<file path="config.mk">
export PLATFORM = sky130hd
export DESIGN_NAME = ihsc_mac
export DESIGN_NICKNAME = d
export VERILOG_FILES = /design/src/rtl/core/inverse_hessian_step_clamp_macros.svh /design/src/rtl/core/ihsc_pkg.sv /design/src/rtl/core/ihsc_mac.sv
export SDC_FILE = /design/constraint.sdc
export NUM_CORES = 2
export LEC_CHECK = 0
export BUFFER_PORTS_ARGS = -buffer_cell sky130_fd_sc_hd__buf_2
export CORE_MARGIN = 3
export CORE_UTILIZATION = 50
export CTS_CLUSTER_SIZE = 20
export DETAILED_ROUTE_END_ITERATION = 10
export GPL_TIMING_DRIVEN = 0
export PLACE_DENSITY_LB_ADDON = 0.2
export SLEW_MARGIN = 20
export SYNTH_ARGS = -nofsm -noshare
export SYNTH_HDL_FRONTEND = slang
export SYNTH_SLANG_ARGS = --single-unit
</file>
<file path="constraint.sdc">
create_clock -name clk -period 9.45 [get_ports clk]
set_input_delay 0.945 -clock clk [delete_from_list [all_inputs] [get_ports clk]]
set_output_delay 0.945 -clock clk [all_outputs]
set_load 0.05 [all_outputs]
</file>
<file path="src/rtl/core/inverse_hessian_step_clamp_macros.svh">
// Assertion macros shared by the quasi-Newton step block.
`ifndef INVERSE_HESSIAN_STEP_CLAMP_MACROS_SVH
`define INVERSE_HESSIAN_STEP_CLAMP_MACROS_SVH

// Check a condition at every clock edge outside reset.
`define IHSC_CHECK(lbl, cond, msg) \
  lbl: assert property (@(posedge clk) disable iff (!rst_n) (cond)) else $error(msg);

// Check that a condition is followed by another in the next cycle.
`define IHSC_NEXT(lbl, ante, cons, msg) \
  lbl: assert property (@(posedge clk) disable iff (!rst_n) (ante) |=> (cons)) else $error(msg);

`endif

</file>
<file path="src/rtl/core/ihsc_pkg.sv">
// Package: shared widths, codes and control structs of the step block.
package ihsc_pkg;

  localparam int VALUE_BITS = 32;
  localparam int ACC_BITS   = 64;
  localparam int FRAC_BITS  = 24;
  localparam int LIMIT_BITS = 31;
  localparam int CMD_BITS   = 2;
  localparam int POS_BITS   = 4;
  localparam int CFG_IDX_W  = 2;
  localparam int CFG_DATA_W = 32;
  localparam int ACTIVE_W   = 5;

  // Transaction commands
  localparam logic [CMD_BITS-1:0] CMD_MATRIX   = 2'd0;
  localparam logic [CMD_BITS-1:0] CMD_GRADIENT = 2'd1;
  localparam logic [CMD_BITS-1:0] CMD_COMPUTE  = 2'd2;

  // Configuration register indexes
  localparam logic [CFG_IDX_W-1:0] REG_STEP_LIMIT   = 2'd0;
  localparam logic [CFG_IDX_W-1:0] REG_ACTIVE_PAIRS = 2'd1;

  localparam logic [LIMIT_BITS-1:0] STEP_LIMIT_RESET   = 31'd8388608;
  localparam logic [ACTIVE_W-1:0]   ACTIVE_PAIRS_RESET = 5'd16;

  typedef struct packed {
    logic clear;
    logic mul_en;
    logic acc_en;
  } ihsc_mac_ctl_t;

  typedef struct packed {
    logic                  start;
    logic [VALUE_BITS-1:0] num;
    logic [LIMIT_BITS-1:0] scale;
    logic [VALUE_BITS-1:0] den;
  } ihsc_div_req_t;

  typedef struct packed {
    logic busy;
    logic done;
  } ihsc_div_sts_t;

endpackage

</file>
<file path="src/rtl/core/ihsc_mac.sv">
// Multiply-accumulate unit with saturation and Q-format rounding of the row sum.
module ihsc_mac (
  input  logic                                  clk,
  input  ihsc_pkg::ihsc_mac_ctl_t               ctl,
  input  logic signed [ihsc_pkg::VALUE_BITS-1:0] m_in,
  input  logic signed [ihsc_pkg::VALUE_BITS-1:0] g_in,
  output logic signed [ihsc_pkg::VALUE_BITS-1:0] step_out
);
  import ihsc_pkg::*;

  localparam int SH_W = ACC_BITS - FRAC_BITS;
  localparam logic [SH_W-1:0] NEG_LIM = SH_W'(64'd1 << (VALUE_BITS - 1));
  localparam logic [SH_W-1:0] POS_LIM = SH_W'((64'd1 << (VALUE_BITS - 1)) - 64'd1);

  logic signed [ACC_BITS-1:0] prod_r;
  logic signed [ACC_BITS-1:0] acc_r;
  logic signed [ACC_BITS-1:0] acc_nxt;
  logic signed [ACC_BITS:0]   sum;
  logic [ACC_BITS-1:0]        acc_mag;
  logic [SH_W-1:0]            sh;

  // Saturating add of the registered product
  always_comb begin
    sum = {acc_r[ACC_BITS-1], acc_r} + {prod_r[ACC_BITS-1], prod_r};
    if (sum[ACC_BITS] != sum[ACC_BITS-1]) begin
      acc_nxt = sum[ACC_BITS] ? {1'b1, {(ACC_BITS-1){1'b0}}} : {1'b0, {(ACC_BITS-1){1'b1}}};
    end else begin
      acc_nxt = sum[ACC_BITS-1:0];
    end
  end

  // Hold the product and the running sum
  always_ff @(posedge clk) begin
    if (ctl.mul_en) begin
      prod_r <= m_in * g_in;
    end
    if (ctl.clear) begin
      acc_r <= '0;
    end else if (ctl.acc_en) begin
      acc_r <= acc_nxt;
    end
  end

  // Negate, drop fraction bits toward zero, saturate
  always_comb begin
    acc_mag = acc_r[ACC_BITS-1] ? (~acc_r + 1'b1) : acc_r;
    sh      = acc_mag[ACC_BITS-1:FRAC_BITS];
    if (!acc_r[ACC_BITS-1]) begin
      step_out = (sh > NEG_LIM) ? -VALUE_BITS'(NEG_LIM) : -VALUE_BITS'(sh);
    end else begin
      step_out = (sh > POS_LIM) ? VALUE_BITS'(POS_LIM) : VALUE_BITS'(sh);
    end
  end

endmodule

</file>
==> impl_metrics.json <==
{
  "outcome": "finished, final reports clean",
  "yosysUniqueCellTypes": 81,
  "fillerInstances": 8720,
  "cts_tree": "done",
  "nNetsFinal": 6659,
  "cts.sinks": 128,
  "synth-edff-count": 64,
  "syn_inst": 5134,
  "io_buffer_count": 97,
  "ios": 100,
  "required_ns": 9.68,
  "htreeDepth": 4,
  "vias_per_cell": 5.67,
  "vias": 37000,
  "start_kind": "input port",
  "netlist_area_um2": 46600,
  "detailed_place_hpwl_mm": 135,
  "drive_above_1_share_pct": 4.17,
  "yosysTopAreaCellShare_pct": 46.5,
  "use_met1_pct": 44.4,
  "async_flop_share_pct": 0,
  "final_util_pct": 53.7,
  "synth_area_leaders": "fa_1, inv_1, and2_1, ha_1, nand2_1",
  "grt_max_degree": 65,
  "synth_area_leader_cell": "fa_1",
  "final_max_slew_viol_count": 0,
  "die_y_um": 311,
  "wire_per_inst_um": 25.3,
  "layout_min_cycle_time_ns": 9.44,
  "grt_usage_pct": 34.5,
  "grt_pass1_vias": 38800,
  "grt_antenna_before_repair": 9,
  "ys_ff_latch": 128,
  "drt_first_iter_violations": 3353,
  "rows": 111,
  "crit_type": "input port to flip-flop",
  "slew_headroom_pct": 18.9,
  "globalplace.congestion": 1.05,
  "grt_pass1_wl_mm": 246,
  "drt-pass1-iter-count": 9,
  "finalCritPeriodShare_pct": 99.9,
  "max_freq_ghz": 0.106,
  "synth.top_cells.by_count": "fa_1, inv_1, nand2_1",
  "grt_use_met3_pct": 9.28,
  "cp.arrival_ns": 9.67,
  "coreArea_um2": 92100,
  "yosysMostFrequentCell": "fa_1",
  "die_area_um2": 96900,
  "synthesis.nets": 6535,
  "hold_viol_final": 0,
  "overflow": 0,
  "cp_max_fo": 11,
  "met2_usage_pct": 53.4,
  "ys_warn_count": 0,
  "start_util_pct": 50.6,
  "area_delta_synth_final_pct": 6.11,
  "cts.clk_slew.worst_paths_ns": 0.06,
  "cts_made_buffers": 17,
  "setup_violations": 0,
  "totalWireLength_mm": 165,
  "clkLatencyLatePin_ns": 0.44,
  "skew_ns": 0.0134,
  "ant_nets": 0,
  "drv_cap": 0,
  "hold_path_class": "flip-flop to flip-flop",
  "seq_area_frac_synth_pct": 6.88,
  "cts_root_buffer": "clkbuf_16",
  "cts_buffer_depth": 2,
  "stdcell_area_um2": 49400,
  "die_w_um": 311,
  "placed_area_um2": 48600,
  "rsz0062_at_grt": "yes",
  "worst_slew_pin_slew_ns": 1.22,
  "top_usage_layer": "met2",
  "endpoint_kind": "flip-flop",
  "syn_avg_cell_area_um2": 9.07,
  "drc": 0,
  "synth_flop_cell": "edfxtp_1"
}
==> through the flow <==
step | TNS (ns) | hold WS, ns | worst slack [ns] | cells
after floorplan | 0 | 0.477 | 1.21 | 5134
after global placement | -7.02 | 0.497 | -0.814 | 6474
after detailed placement | -7.94 | 0.509 | -0.875 | 6474
after CTS | 0 | 0.517 | 0.0635 | 6506
after global routing | -0.188 | 0.532 | -0.155 | 6514
final | 0 | 0.515 | 0.00506 | 6524
==> path summary, 6_finish.rpt <==
check | from | endpoint | slack (ns) | depth (start not counted)
max | g_in[15] | prod_r[63] | 0.005 | 24
min | acc_r[13] | acc_r[13] | 0.51 | 2
max reg2reg | acc_r[0] | acc_r[61] | 4.27 | 14
min reg2reg | acc_r[13] | acc_r[13] | 0.51 | 2
==> what timing repair did <==
action | in CTS | in global routing
resized for setup | 20 | 79
setup endpoints to repair | 10 | 11
hold buffers | 0 | 0
setup buffers | 0 | 8
pin swaps | 0 | 0
==> final cells by class <==
cell class,instances,area (µm²),area share [%]
Antenna cell,10,25.0,0.0506
Buffer,287,1200,2.43
Clock buffer,17,425,0.861
Clock inverter,15,184,0.372
Inverter,1012,3800,7.69
Multi-Input combinational cell,3707,38500,77.9
Sequential cell,128,3200,6.48
Tap cell,1243,1560,3.15
Timing Repair Buffer,105,548,1.11
==> state kept, by name, summed over array words and instances (netlist names) <==
| signal | count |
|---|---|
| prod_r | 64 |
| acc_r | 64 |
==> cell families after synthesis <==
| group | synth area share (%) |
|---|---|
| buffers and inverters | 10.5 |
| adder cells (fa/ha/maj) | 54.1 |
| XOR/XNOR | 3.20 |
| AND/OR/NAND/NOR | 16.5 |
| AO/OA/AOI/OAI | 8.41 |
| flip-flops | 6.88 |
| multiplexers | 0.330 |
==> routing by layer <==
metal,wire (µm),vias to the layer above
li1,-,16000
met3,18300,449
met2,72300,1968
met1,63300,18600
met4,11000,4
met5,27,-
==> layout by cell type, fill, tap and decap left out, types with 13 or more instances in the layout <==
master     netlist  layout
clkbuf_16        0      17
and3_1          19      19
o21a_1          19      19
edfxtp_1        64      64
a211oi_1        70      70
inv_1         1012    1011
o31ai_1         30      29
maj3_1          41      41
nor2b_1         16      16
a31oi_1         25      25
nor2_1         197     197
clkbuf_1       277     229
o21bai_1        22      22
nand3_1         33      33
and2_1         527     527
dfxtp_1         64      64
nor3_1          35      35
nor4_1          14      14
buf_2            3     100
a21o_1          50      50
o21ai_0        130     130
xnor2_1        123     123
nand2b_1        28      28
xor2_1          47      47
nand4_1         28      28
o211ai_1        14      14
clkbuf_2         0      39
or3_1           13      13
ha_1           250     250
fa_1          1083    1081
a21oi_1        144     144
nand2_1        600     600
==> critical path: stages <==
cell and delay [ns]:
buf_2 0.17, buf_1 0.91, and2_1 0.28, fa_1 0.44, fa_1 0.52, inv_1 0.05
fa_1 0.43, fa_1 0.56, inv_1 0.06, fa_1 0.62, fa_1 0.45, fa_1 0.64
fa_1 0.49, ha_1 0.36, o21ai_0 0.30, a21oi_1 0.11, o21ai_0 0.41, a31oi_1 0.24
o21ai_0 0.28, a21boi_0 0.26, a211o_1 0.36, a311oi_1 0.30, o21ai_0 0.15, xnor2_1 0.30
Power is left out: the tool's default activity adds up to more than one toggle a clock period on the data nets, which glitch-free logic cannot reach.
