===== src/rtl/core/inverse_hessian_step_clamp_macros.svh =====
// Assertion macros shared by the quasi-Newton step block.
`ifndef INVERSE_HESSIAN_STEP_CLAMP_MACROS_SVH
`define INVERSE_HESSIAN_STEP_CLAMP_MACROS_SVH

// Check a condition at every clock edge outside reset.
`define IHSC_CHECK(lbl, cond, msg) \
  lbl: assert property (@(posedge clk) disable iff (!rst_n) (cond)) else $error(msg);

// Check that a condition is followed by another in the next cycle.
`define IHSC_NEXT(lbl, ante, cons, msg) \
  lbl: assert property (@(posedge clk) disable iff (!rst_n) (ante) |=> (cons)) else $error(msg);

`endif


===== src/rtl/core/ihsc_pkg.sv =====
// Package: shared widths, codes and control structs of the step block.
package ihsc_pkg;

  localparam int VALUE_BITS = 32;
  localparam int ACC_BITS   = 64;
  localparam int FRAC_BITS  = 24;
  localparam int LIMIT_BITS = 31;
  localparam int CMD_BITS   = 2;
  localparam int POS_BITS   = 4;
  localparam int CFG_IDX_W  = 2;
  localparam int CFG_DATA_W = 32;
  localparam int ACTIVE_W   = 5;

  // Transaction commands
  localparam logic [CMD_BITS-1:0] CMD_MATRIX   = 2'd0;
  localparam logic [CMD_BITS-1:0] CMD_GRADIENT = 2'd1;
  localparam logic [CMD_BITS-1:0] CMD_COMPUTE  = 2'd2;

  // Configuration register indexes
  localparam logic [CFG_IDX_W-1:0] REG_STEP_LIMIT   = 2'd0;
  localparam logic [CFG_IDX_W-1:0] REG_ACTIVE_PAIRS = 2'd1;

  localparam logic [LIMIT_BITS-1:0] STEP_LIMIT_RESET   = 31'd8388608;
  localparam logic [ACTIVE_W-1:0]   ACTIVE_PAIRS_RESET = 5'd16;

  typedef struct packed {
    logic clear;
    logic mul_en;
    logic acc_en;
  } ihsc_mac_ctl_t;

  typedef struct packed {
    logic                  start;
    logic [VALUE_BITS-1:0] num;
    logic [LIMIT_BITS-1:0] scale;
    logic [VALUE_BITS-1:0] den;
  } ihsc_div_req_t;

  typedef struct packed {
    logic busy;
    logic done;
  } ihsc_div_sts_t;

endpackage


===== src/rtl/core/ihsc_muldiv.sv =====
// Serial unit giving floor(num * scale / den), two radix steps per scale bit.
module ihsc_muldiv (
  input  logic                                 clk,
  input  logic                                 rst_n,
  input  ihsc_pkg::ihsc_div_req_t              req,
  output ihsc_pkg::ihsc_div_sts_t              sts,
  output logic [ihsc_pkg::LIMIT_BITS-1:0]      quo
);
  import ihsc_pkg::*;

  localparam int CNT_W = $clog2(LIMIT_BITS);

  logic [VALUE_BITS-1:0] num_r, den_r, rem_r, rem_nxt, r1;
  logic [LIMIT_BITS-1:0] scale_r, q_r, q_nxt;
  logic [CNT_W-1:0]      cnt_r;
  logic                  busy_r, done_r, b1, b2;

  // One scale bit: double the remainder, then add num when the bit is set
  always_comb begin
    if (rem_r >= den_r - rem_r) begin
      r1 = rem_r - (den_r - rem_r);
      b1 = 1'b1;
    end else begin
      r1 = rem_r + rem_r;
      b1 = 1'b0;
    end
    b2      = 1'b0;
    rem_nxt = r1;
    if (scale_r[cnt_r]) begin
      if (r1 >= den_r - num_r) begin
        rem_nxt = r1 - (den_r - num_r);
        b2      = 1'b1;
      end else begin
        rem_nxt = r1 + num_r;
      end
    end
    q_nxt = (q_r << 1) + LIMIT_BITS'(b1) + LIMIT_BITS'(b2);
  end

  // Control: run from the top scale bit down
  always_ff @(posedge clk) begin
    if (!rst_n) begin
      busy_r <= 1'b0;
      done_r <= 1'b0;
    end else begin
      done_r <= busy_r && (cnt_r == '0);
      if (req.start) begin
        busy_r <= 1'b1;
      end else if (busy_r && (cnt_r == '0)) begin
        busy_r <= 1'b0;
      end
    end
  end

  // Datapath
  always_ff @(posedge clk) begin
    if (req.start) begin
      num_r   <= req.num;
      den_r   <= req.den;
      scale_r <= req.scale;
      rem_r   <= '0;
      q_r     <= '0;
      cnt_r   <= CNT_W'(LIMIT_BITS - 1);
    end else if (busy_r) begin
      rem_r <= rem_nxt;
      q_r   <= q_nxt;
      cnt_r <= cnt_r - 1'b1;
    end
  end

  assign sts.busy = busy_r;
  assign sts.done = done_r;
  assign quo      = q_r;

endmodule


===== config.mk =====
export PLATFORM = sky130hd
export DESIGN_NAME = ihsc_muldiv
export DESIGN_NICKNAME = d
export VERILOG_FILES = /design/src/rtl/core/inverse_hessian_step_clamp_macros.svh /design/src/rtl/core/ihsc_pkg.sv /design/src/rtl/core/ihsc_muldiv.sv
export SDC_FILE = /design/constraint.sdc
export NUM_CORES = 1
export LEC_CHECK = 0
export ABC_AREA = 1
export BUFFER_PORTS_ARGS = -buffer_cell sky130_fd_sc_hd__buf_2
export CORE_MARGIN = 3
export CORE_UTILIZATION = 30
export DETAILED_ROUTE_END_ITERATION = 10
export PLACE_DENSITY_LB_ADDON = 0.12
export SKIP_CTS_REPAIR_TIMING = 1
export SLEW_MARGIN = 30
export SYNTH_ARGS = -nofsm -noshare
export SYNTH_HDL_FRONTEND = slang
export SYNTH_SLANG_ARGS = --single-unit

===== constraint.sdc =====
create_clock -name clk -period 7.45 [get_ports clk]
set_input_delay 0.745 -clock clk [delete_from_list [all_inputs] [get_ports clk]]
set_output_delay 0.745 -clock clk [all_outputs]
set_load 0.01 [all_outputs]

==> results by group, run 1 <==
Drt
  – Vias: approximately 17000
  – DR WL/cell: 18.3 um
  – Antenna Nets Post-Route: 0
  – Via density: slightly below 5
  – DRC: 0
  – Drt total wl: between 60 and 70 mm
  – Drt pass-1 iters: 5
  – Iter 0 DRT Violations: approximately 1100

STA
  – RSZ-0062 raised after global routing: yes
  – Max-slew violation count: 0
  – Worst Skew: between 0.015 and 0.02 ns
  – Final hold violations: 0
  – # setup viols final: 0
  – Final worst setup slack: about 0.094 ns
  – Slew Limit Headroom: 0.413
  – Hold Worst Slack: ~0.42 ns
  – Final period util: 0.987
  – Slew @ Worst Pin: a little under 0.9 ns
  – Minimum clock period: 7.36 ns
  – Max Freq: 0.136 GHz

Synthesis
  – Syn Nets: 2644
  – Mapped Area: between 0.015 and 0.02 mm2
  – Netlist cell types: 62
  – Top FF cell, synth: edfxtp_1
  – Post-Syn Area per Cell: between 6 and 7 um2
  – Yosys Warn Count: 0
  – Sequential fraction of the synthesis area: 0.260
  – Post-synth EDFFs: 95
  – Synth Instances: 2380
  – Asr flop ratio synth: 0
  – Seq cells post-synth: around 170

Floorplan
  – Die Y: roughly 240 um
  – Core area: 0.0539 mm2
  – Starting Density: 0.304
  – Chip width: between 200 and 250 um
  – Area of the die: 0.0575 mm2
  – Ports: 131
  – Row cnt: 85

Critical path
  – Crit. End Element: flop
  – Most common cell on crit path: nand2_2
  – Req. time, crit path: about 7.8 ns
  – Worst path slowest cell: edfxtp_1
  – Critical path buffers and inverters: 10
  – CP Max Fanout: 8
  – Cell family with most CP delay: simple AND/OR/NAND/NOR gates
  – Critical Path Max Stage Delay: between 0.4 and 0.5 ns
  – Critical path class: reg2reg
  – Startpoint Class: flop
  – Worst Path Arrival: approximately 7.7 ns

Clocking
  – Clk slew on worst S/H paths: roughly 0.080 ns
  – H-tree Lvls: 4
  – Clk sinks: roughly 170
  – Clk_lat worst skew: between 0.4 and 0.5 ns
  – Root buf cell: clkbuf_16
  – TritonCTS clock tree: done
  – CTS buffer count: 17
  – Maximum clock path buffer count: 2

Finish
  – Final #Nets: 2973
  – Layout area overhead: 27.4%
  – Share of cells above drive strength 1: 0.205
  – Antenna diode count: 0
  – Finished Layout Cells: around 3400

Worst hold path
  – Hold crit path type: in2reg

GRT
  – Congestion Overflow GR: 0
  – First-pass GRT wire length: approximately 93 mm
  – Antenna violations before repair: 0
  – Largest net degree at the start of global routing: between 70 and 80
  – Global-route usage over all layers: 0.214
  – Vias in the first global route: roughly 16000

Placed design
  – I/O Buffers: 130
  – Placed cells: approximately 3400
  – GP Congestion: around 1
  – Dpl ws: -0.256 ns
  – Hpwl dp: 50.7 mm

Power and ir drop
  – Peak supply drop: around 0.23 mV
  – Total power: around 0.0086 W
  – Pwr/cell area: ~410 mW/mm2
  – Leakage: 10.1 nW

Run status
  – Outcome: finished, final reports clean

Job
  – Max-cap violations: 0
-- worst reg2reg max path, delay by kind of cell (launching register included) --
kind	cells	cell delay (ns)
flops	1	0.41
buf+inv	10	1.09
compound gates	11	1.52
xor+xnor	1	0.14
fa+ha+maj	6	1.50
simple gates	22	2.62
-- cell type report --
class                           count  area, um2
Sequential cell                   165       4260
Tap cell                          696        871
Clock buffer                       17        425
Inverter                          374       1430
Clock inverter                     15        194
Timing Repair Buffer              356       2480
Multi-Input combinational cell   1795      11200
Fill cell                        5713      33000
-- state kept, by name, summed over array words and instances, names as in the netlist --
register	count
den_r	32
quo	31
busy_r	1
cnt_r	5
scale_r	31
num_r	32
rem_r	32
done_r	1
-- power breakdown --
| group | switching (W) | internal, W | leakage, nW |
|---|---|---|---|
| Sequential | 0.0000987 | 0.00106 | 1.51 |
| Combinational | 0.00388 | 0.00261 | 8.26 |
| Clock | 0.000487 | 0.000462 | 0.294 |
-- synthesized netlist by cell type (6+ instances only) --
master     number  area, um2
a21o_1         19        143
nand3_1       134        671
clkbuf_1       16       60.1
a31oi_1        24        150
xor2_1         82        718
o21bai_1       22        165
nand3_2         7       70.1
o21ai_1        35        175
edfxtp_1       95       2850
nor4_1          9       56.3
nor2_1        213        800
o21a_1         11       82.6
dfxtp_1        70       1400
ha_1          161       2010
o2111ai_1       6       52.6
nand4_1        17        106
a21boi_1        6       45.0
a21oi_1       231       1160
a21boi_0       12       90.1
nand2_1       488       1830
buf_4          11       82.6
buf_2          11       55.1
o211ai_1       24        180
o21ai_0       131        656
nor3_1         36        180
or2_2           8       50.1
xnor2_1        57        499
inv_1         368       1380
-- kinds of logic (layout without fill, tap and decap cells) --
| group | after synthesis | after routing | synth area share |
|---|---|---|---|
| AO/OA/AOI/OAI | 542 | 542 | 0.188 |
| flip-flops | 165 | 165 | 0.260 |
| adder cells (fa/ha/maj) | 166 | 166 | 0.129 |
| buffers and inverters | 420 | 762 | 0.101 |
| XOR/XNOR | 139 | 139 | 0.0743 |
| AND/OR/NAND/NOR | 948 | 948 | 0.249 |
-- layer usage --
layer  up-vias  global-route usage  share of wire
met4         0              0.0700          0.025
li1       8626                   -              -
met5         -                   0              0
met3        70              0.0360          0.043
met2       377               0.351           0.46
met1      7794               0.287           0.47
-- final timing paths --
check / cells after the start / slack (ns) / to / startpoint
setup reg to reg: 50 / 0.09 / quo[24] / den_r[0]
hold / removal: 1 / 0.42 / scale_r[13] / req[45]
setup / recovery: 50 / 0.09 / quo[24] / den_r[0]
hold reg to reg: 2 / 0.50 / rem_r[31] / rem_r[31]
-- stage by stage --
stage	utilization	instance area (um2)	setup TNS, ns
after floorplan	-	16400	0
after global placement	0.355	19200	-1.92
after detailed placement	0.356	19200	-2.72
after CTS	0.367	19800	-3.63
after global routing	0.387	20900	-4.43
final	0.387	20900	0
-- cell usage in the layout, fill, tap and decap left out, drive strengths merged, types with 19 or more instances in the layout --
master  instances
nand3         142
a31oi          24
nand2         492
a21oi         232
clkbuf         19
inv           380
nor3           40
nor2          221
edfxtp         95
buf           354
o21ai         168
o211ai         24
o21bai         22
dfxtp          70
a21o           19
ha            161
xor2           82
xnor2          57
No activity file was read; power rests on OpenSTA's default activity.
==> run 2, diff against run 1 <==
- CAP_MARGIN: not set -> 10
- clock period: 7.45 -> 6.6 ns (I/O delays scaled with it)
==> run 2 against run 1 <==
- the flow now finishes with violations (negative setup slack)
- final cell count grew 6.0%
- non-clock buffer count is 206 higher
- critical endpoint unchanged
- largest power group unchanged
- worst hold slack got worse by 0.086 ns
- largest cell class unchanged
==> results by group, run 2 (synthesis results as in run 1) <==
Run status
  – Outcome: finished with violations (was finished, final reports clean)
  – Failing checks: negative setup slack

STA
  – Slew Limit Headroom: 0.395 (was 0.413)
  – Final hold violations: 0 (unchanged)
  – Final worst setup slack: -0.637 ns (was 0.0935 ns)
  – Minimum clock period: 7.24 ns (was 7.36 ns)
  – Worst Skew: 0.0187 ns (was 0.0166 ns)
  – Max-slew violation count: 0 (unchanged)
  – Slew @ Worst Pin: 0.907 ns (was 0.875 ns)
  – TNS Setup: -10.46 ns (was 0 ns)
  – Max Freq: 0.138 GHz (was 0.136 GHz)
  – RSZ-0062 raised after global routing: yes (unchanged)
  – # setup viols final: 24 (was 0)
  – Final period util: 1.10 (was 0.987)

GRT
  – GR met2 Demand/Resource: 0.370 (was 0.351)
  – First-pass GRT wire length: 96.2 mm (was 92.7 mm)
  – Met1 track demand over resource: 0.293 (was 0.287)
  – Met3 Track Usage GR: 0.0465 (was 0.0360)
  – Most Used Layer, Global Route: met2 (unchanged)
  – Largest net degree at the start of global routing: 95 (was 78)
  – Vias in the first global route: 17000 (was 16300)
  – Congestion Overflow GR: 0 (unchanged)
  – Global-route usage over all layers: 0.222 (was 0.214)
  – Antenna violations before repair: 0 (unchanged)

Placed design
  – GP Congestion: 0.953 (was 0.971)
  – Dpl cell area: 0.0209 mm2 (was 0.0192 mm2)
  – I/O Buffers: 130 (unchanged)
  – Dpl ws: -0.995 ns (was -0.256 ns)
  – Placed cells: 3561 (was 3352)
  – Hpwl dp: 53.1 mm (was 50.7 mm)

Clocking
  – Maximum clock path buffer count: 2 (unchanged)
  – Root buf cell: clkbuf_16 (unchanged)
  – Clk slew on worst S/H paths: 0.08 ns (about the same)
  – H-tree Lvls: 4 (unchanged)
  – Clk sinks: 165 (unchanged)
  – CTS buffer count: 17 (unchanged)
  – Clk_lat worst skew: 0.49 ns (about the same)
  – TritonCTS clock tree: done (unchanged)

Finish
  – Leading cell type in the layout, fill and taps excluded: nand2_1 (unchanged)
  – Final #Nets: 3179 (was 2973)
  – Layout area overhead: 38.1% (was 27.4%)
  – Share of cells above drive strength 1: 0.273 (was 0.205)
  – Finished Layout Cells: 3624 (was 3418)
  – Layout Utilization: 0.420 (was 0.387)
  – Fill cells: 5709 (was 5713)
  – Post-route cell area: 0.0226 mm2 (was 0.0209 mm2)
  – Antenna diode count: 0 (unchanged)
  – Biggest regs: den_r (32), num_r (32), rem_r (32) (unchanged)
  – Most frequent cells in the layout: nand2_1, buf_4, inv_1, a21oi_1, nor2_1 (was nand2_1, inv_1, a21oi_1, buf_4, nor2_1)

Floorplan
  – Core area: 0.0539 mm2 (unchanged)
  – Die Y: 240 um (unchanged)
  – Area of the die: 0.0575 mm2 (unchanged)
  – Chip width: 240 um (unchanged)
  – Ports: 131 (unchanged)
  – Row cnt: 85 (unchanged)
  – Starting Density: 0.304 (unchanged)

Critical path
  – Crit. End Element: flop (unchanged)
  – Critical Path Max Stage Delay: 0.41 ns (about the same)
  – CP Max Fanout: 9 (was 8)
  – Startpoint Class: flop (unchanged)
  – Req. time, crit path: 7.04 ns (was 7.84 ns)
  – Worst path slowest cell: edfxtp_1 (unchanged)
  – Critical path buffers and inverters: 10 (unchanged)
  – Critical path class: reg2reg (unchanged)
  – Worst Path Arrival: 7.68 ns (was 7.74 ns)
  – Cell family with most CP delay: simple AND/OR/NAND/NOR gates (unchanged)

Drt
  – Via density: 4.87 (was 4.93)
  – Drt pass-1 iters: 5 (unchanged)
  – Iter 0 DRT Violations: 1142 (was 1077)
  – DR WL/cell: 18.0 um (was 18.3 um)
  – Antenna Nets Post-Route: 0 (unchanged)
  – Vias: 17600 (was 16900)
  – Drt total wl: 65.2 mm (was 62.5 mm)
  – DRC: 0 (unchanged)

Power and ir drop
  – Pwr/cell area: 460 mW/mm2 (was 412 mW/mm2)
  – Peak supply drop: 0.242 mV (was 0.232 mV)
  – Leakage: 11.1 nW (was 10.1 nW)

Worst hold path
  – Hold crit path type: in2reg (unchanged)

Job
  – Max-cap violations: 0 (unchanged)
run 2: cell types whose count changed in the layout (fill, tap and decap cells not counted), moves of 6 or more:
cell,previous run,this run
a21oi_1,215,208
buf_4,212,417
ha_1,143,136
ha_4,17,25
inv_1,355,347
inv_2,12,24
nand2_2,20,29
nand2_4,11,5
o21ai_0,113,103
o21ai_1,44,52
run 2: report_power, final:
| part | internal (W) | switching, W |
|---|---|---|
| logic | 0.00344 | 0.00463 |
| clock network | 0.000519 | 0.000552 |
| registers | 0.00119 | 0.0000886 |
run 2: through the flow:
step	total power, W	hold WS (ns)
CTS	0.00987	0.295
floorplan	0.00543	0.463
global placement	0.00873	0.489
detailed placement	0.00873	0.511
finish	0.0104	0.334
global route	0.0113	0.291
run 2: worst paths after layout:
path,startpoint,endpoint,slack [ns],cells after the start
setup reg to reg,den_r[0],quo[24],-0.64,51
hold / removal,req[44],scale_r[12],0.33,1
hold reg to reg,rem_r[31],rem_r[31],0.53,2
setup / recovery,den_r[0],quo[24],-0.64,51
run 2: area by class of cell:
type	instances	area [um2]	area share
clock buffer	17	425	0.0188
clock inverter	15	198	0.00873
inverter	374	1410	0.0623
multi-input combinational	1795	11500	0.506
sequential	165	4260	0.188
tap	696	871	0.0385
timing repair buffer	562	4020	0.178
run 2: worst register-to-register path: cells and delay by family, from the launching register on:
family          cells  cell delay [ns]
fa+ha+maj           6             1.43
compound gates     10             1.48
xor+xnor            1             0.14
simple gates       24             2.84
flops               1             0.41
buf+inv            10             0.93
run 2: per-layer routing:
metal	vias up	part of all wire
met4	0	0.021
met3	57	0.049
met2	372	0.46
li1	9041	-
met5	-	0
met1	8173	0.47
==> run 3, diff against run 2 <==
- SKIP_LAST_GASP: not set -> 1
==> run 3 against run 2 <==
- combinational power hardly changed
- wire length hardly changed
- die area stayed put
- cell area hardly changed
- count of clock-buffer cells in the layout stayed put
- final cell count stayed put
- critical path type unchanged
- the flow still finishes with violations (negative setup slack)
- flip-flop and latch count stayed put
- setup slack better by 0.032 ns
- register-to-register slack better by 0.03 ns
- total power hardly changed
- non-clock buffer count stayed put
- sequential power hardly changed
==> results by group, run 3 (synthesis results as in run 1) <==
Run status
  – Outcome: finished with violations (unchanged)
  – Failing checks: negative setup slack (unchanged)

Finish
  – Most frequent cells in the layout: nand2_1, buf_4, inv_1, a21oi_1, nor2_1 (unchanged)
  – Layout Utilization: 0.420 (about the same)
  – Final #Nets: 3179 (unchanged)
  – Share of cells above drive strength 1: 0.273 (about the same)
  – Fill cells: 5709 (unchanged)
  – Layout area overhead: 38.1% (about the same)
  – Antenna diode count: 0 (unchanged)
  – Finished Layout Cells: 3624 (unchanged)
  – Leading cell type in the layout, fill and taps excluded: nand2_1 (unchanged)
  – Biggest regs: den_r (32), num_r (32), rem_r (32) (unchanged)

Placed design
  – Dpl ws: -0.995 ns (unchanged)
  – GP Congestion: 0.953 (unchanged)
  – Placed cells: 3561 (unchanged)
  – I/O Buffers: 130 (unchanged)
  – Hpwl dp: 53.1 mm (unchanged)

STA
  – RSZ-0062 raised after global routing: yes (unchanged)
  – Final period util: 1.09 (was 1.10)
  – Minimum clock period: 7.21 ns (was 7.24 ns)
  – Final hold violations: 0 (unchanged)
  – Slew @ Worst Pin: 0.903 ns (was 0.907 ns)
  – Max-slew violation count: 0 (unchanged)
  – Hold Worst Slack: 0.334 ns (about the same)
  – Slew Limit Headroom: 0.398 (was 0.395)
  – Final worst setup slack: -0.605 ns (was -0.637 ns)
  – # setup viols final: 22 (was 24)
  – Max Freq: 0.139 GHz (was 0.138 GHz)
  – Worst Skew: 0.0183 ns (was 0.0187 ns)

Floorplan
  – Core area: 0.0539 mm2 (unchanged)
  – Row cnt: 85 (unchanged)
  – Ports: 131 (unchanged)
  – Die Y: 240 um (unchanged)
  – Area of the die: 0.0575 mm2 (unchanged)
  – Starting Density: 0.304 (unchanged)
  – Chip width: 240 um (unchanged)

Drt
  – Drt pass-1 iters: 5 (unchanged)
  – Antenna Nets Post-Route: 0 (unchanged)
  – Iter 0 DRT Violations: 1132 (was 1142)
  – DRC: 0 (unchanged)
  – Vias: 17600 (about the same)
  – Via density: 4.87 (about the same)
  – DR WL/cell: 18.0 um (about the same)
  – Drt total wl: 65.2 mm (about the same)

Critical path
  – Req. time, crit path: 7.04 ns (about the same)
  – Crit. End Element: flop (unchanged)
  – Worst path slowest cell: edfxtp_1 (unchanged)
  – Critical path class: reg2reg (unchanged)
  – Critical Path Max Stage Delay: 0.50 ns (was 0.41 ns)
  – Startpoint Class: flop (unchanged)
  – Worst R2R Setup Slack: -0.61 ns (was -0.64 ns)
  – Worst Path Arrival: 7.65 ns (was 7.68 ns)
  – CP Max Fanout: 9 (unchanged)

GRT
  – First-pass GRT wire length: 96.2 mm (unchanged)
  – Vias in the first global route: 17000 (unchanged)
  – Congestion Overflow GR: 0 (unchanged)
  – Antenna violations before repair: 0 (unchanged)
  – Largest net degree at the start of global routing: 95 (unchanged)
  – Global-route usage over all layers: 0.222 (unchanged)

Clocking
  – TritonCTS clock tree: done (unchanged)
  – Root buf cell: clkbuf_16 (unchanged)
  – Maximum clock path buffer count: 2 (unchanged)
  – Clk slew on worst S/H paths: 0.08 ns (about the same)
  – H-tree Lvls: 4 (unchanged)
  – Clk_lat worst skew: 0.49 ns (about the same)
  – Clk sinks: 165 (unchanged)
  – CTS buffer count: 17 (unchanged)

Power and ir drop
  – Switching Power: 0.00526 W (was 0.00527 W)
  – Total power: 0.0104 W (about the same)
  – Sequential Power Share: 0.123 (about the same)
  – Sw Ratio: 0.505 (was 0.506)
  – Clock Power Share: 0.103 (about the same)
  – Peak supply drop: 0.241 mV (was 0.242 mV)
  – Leakage: 11.1 nW (about the same)
  – Internal power: 0.00515 W (about the same)
  – Comb pwr share: 0.774 (about the same)
  – Pwr/cell area: 460 mW/mm2 (about the same)

Job
  – Max-cap violations: 0 (unchanged)

Worst hold path
  – Hold crit path type: in2reg (unchanged)
## run 3: worst paths after layout
path / from / endpoint / cells after the start
max reg2reg: den_r[20] / quo[24] / 46
min reg2reg: rem_r[31] / rem_r[31] / 2
min: req[44] / scale_r[12] / 1
max: den_r[20] / quo[24] / 46
## run 3: per-layer routing
layer  global-route usage  vias up  part of all wire
met2                0.370      361              0.46
li1                     -     9044                 -
met3               0.0465       57             0.049
met1                0.293     8184              0.46
met5                    0        -                 0
met4               0.0566        0             0.021
## run 3: final cells by class
cell class / count / area (um2) / share of cell area
multi-input combinational: 1795 / 11500 / 0.506
clock buffer: 17 / 425 / 0.0188
timing repair buffer: 562 / 4020 / 0.178
tap: 696 / 871 / 0.0385
sequential: 165 / 4260 / 0.188
inverter: 374 / 1410 / 0.0623
clock inverter: 15 / 198 / 0.00873
## run 3: stage by stage
stage	cell area, um2	setup TNS [ns]
floorplan	16600	0
global placement	20900	-27.02
detailed placement	20900	-24.73
CTS	21600	-27.28
global route	22600	-26.37
finish	22600	-9.73
## run 3: power by group through the flow
stage / clock [W] / sequential [W] / combinational, W
floorplan: 0 / 0.00128 / 0.00415
global placement: 0 / 0.00130 / 0.00742
detailed placement: 0 / 0.00130 / 0.00743
CTS: 0.00111 / 0.00128 / 0.00747
global route: 0.00115 / 0.00129 / 0.00884
finish: 0.00107 / 0.00128 / 0.00806
## run 3: worst max-delay path: cells and delay by family (launching register included)
kind,cells,cell delay [ns]
simple gates,22,2.64
fa+ha+maj,5,1.34
xor+xnor,1,0.17
flops,1,0.50
compound gates,9,1.61
buf+inv,9,0.90
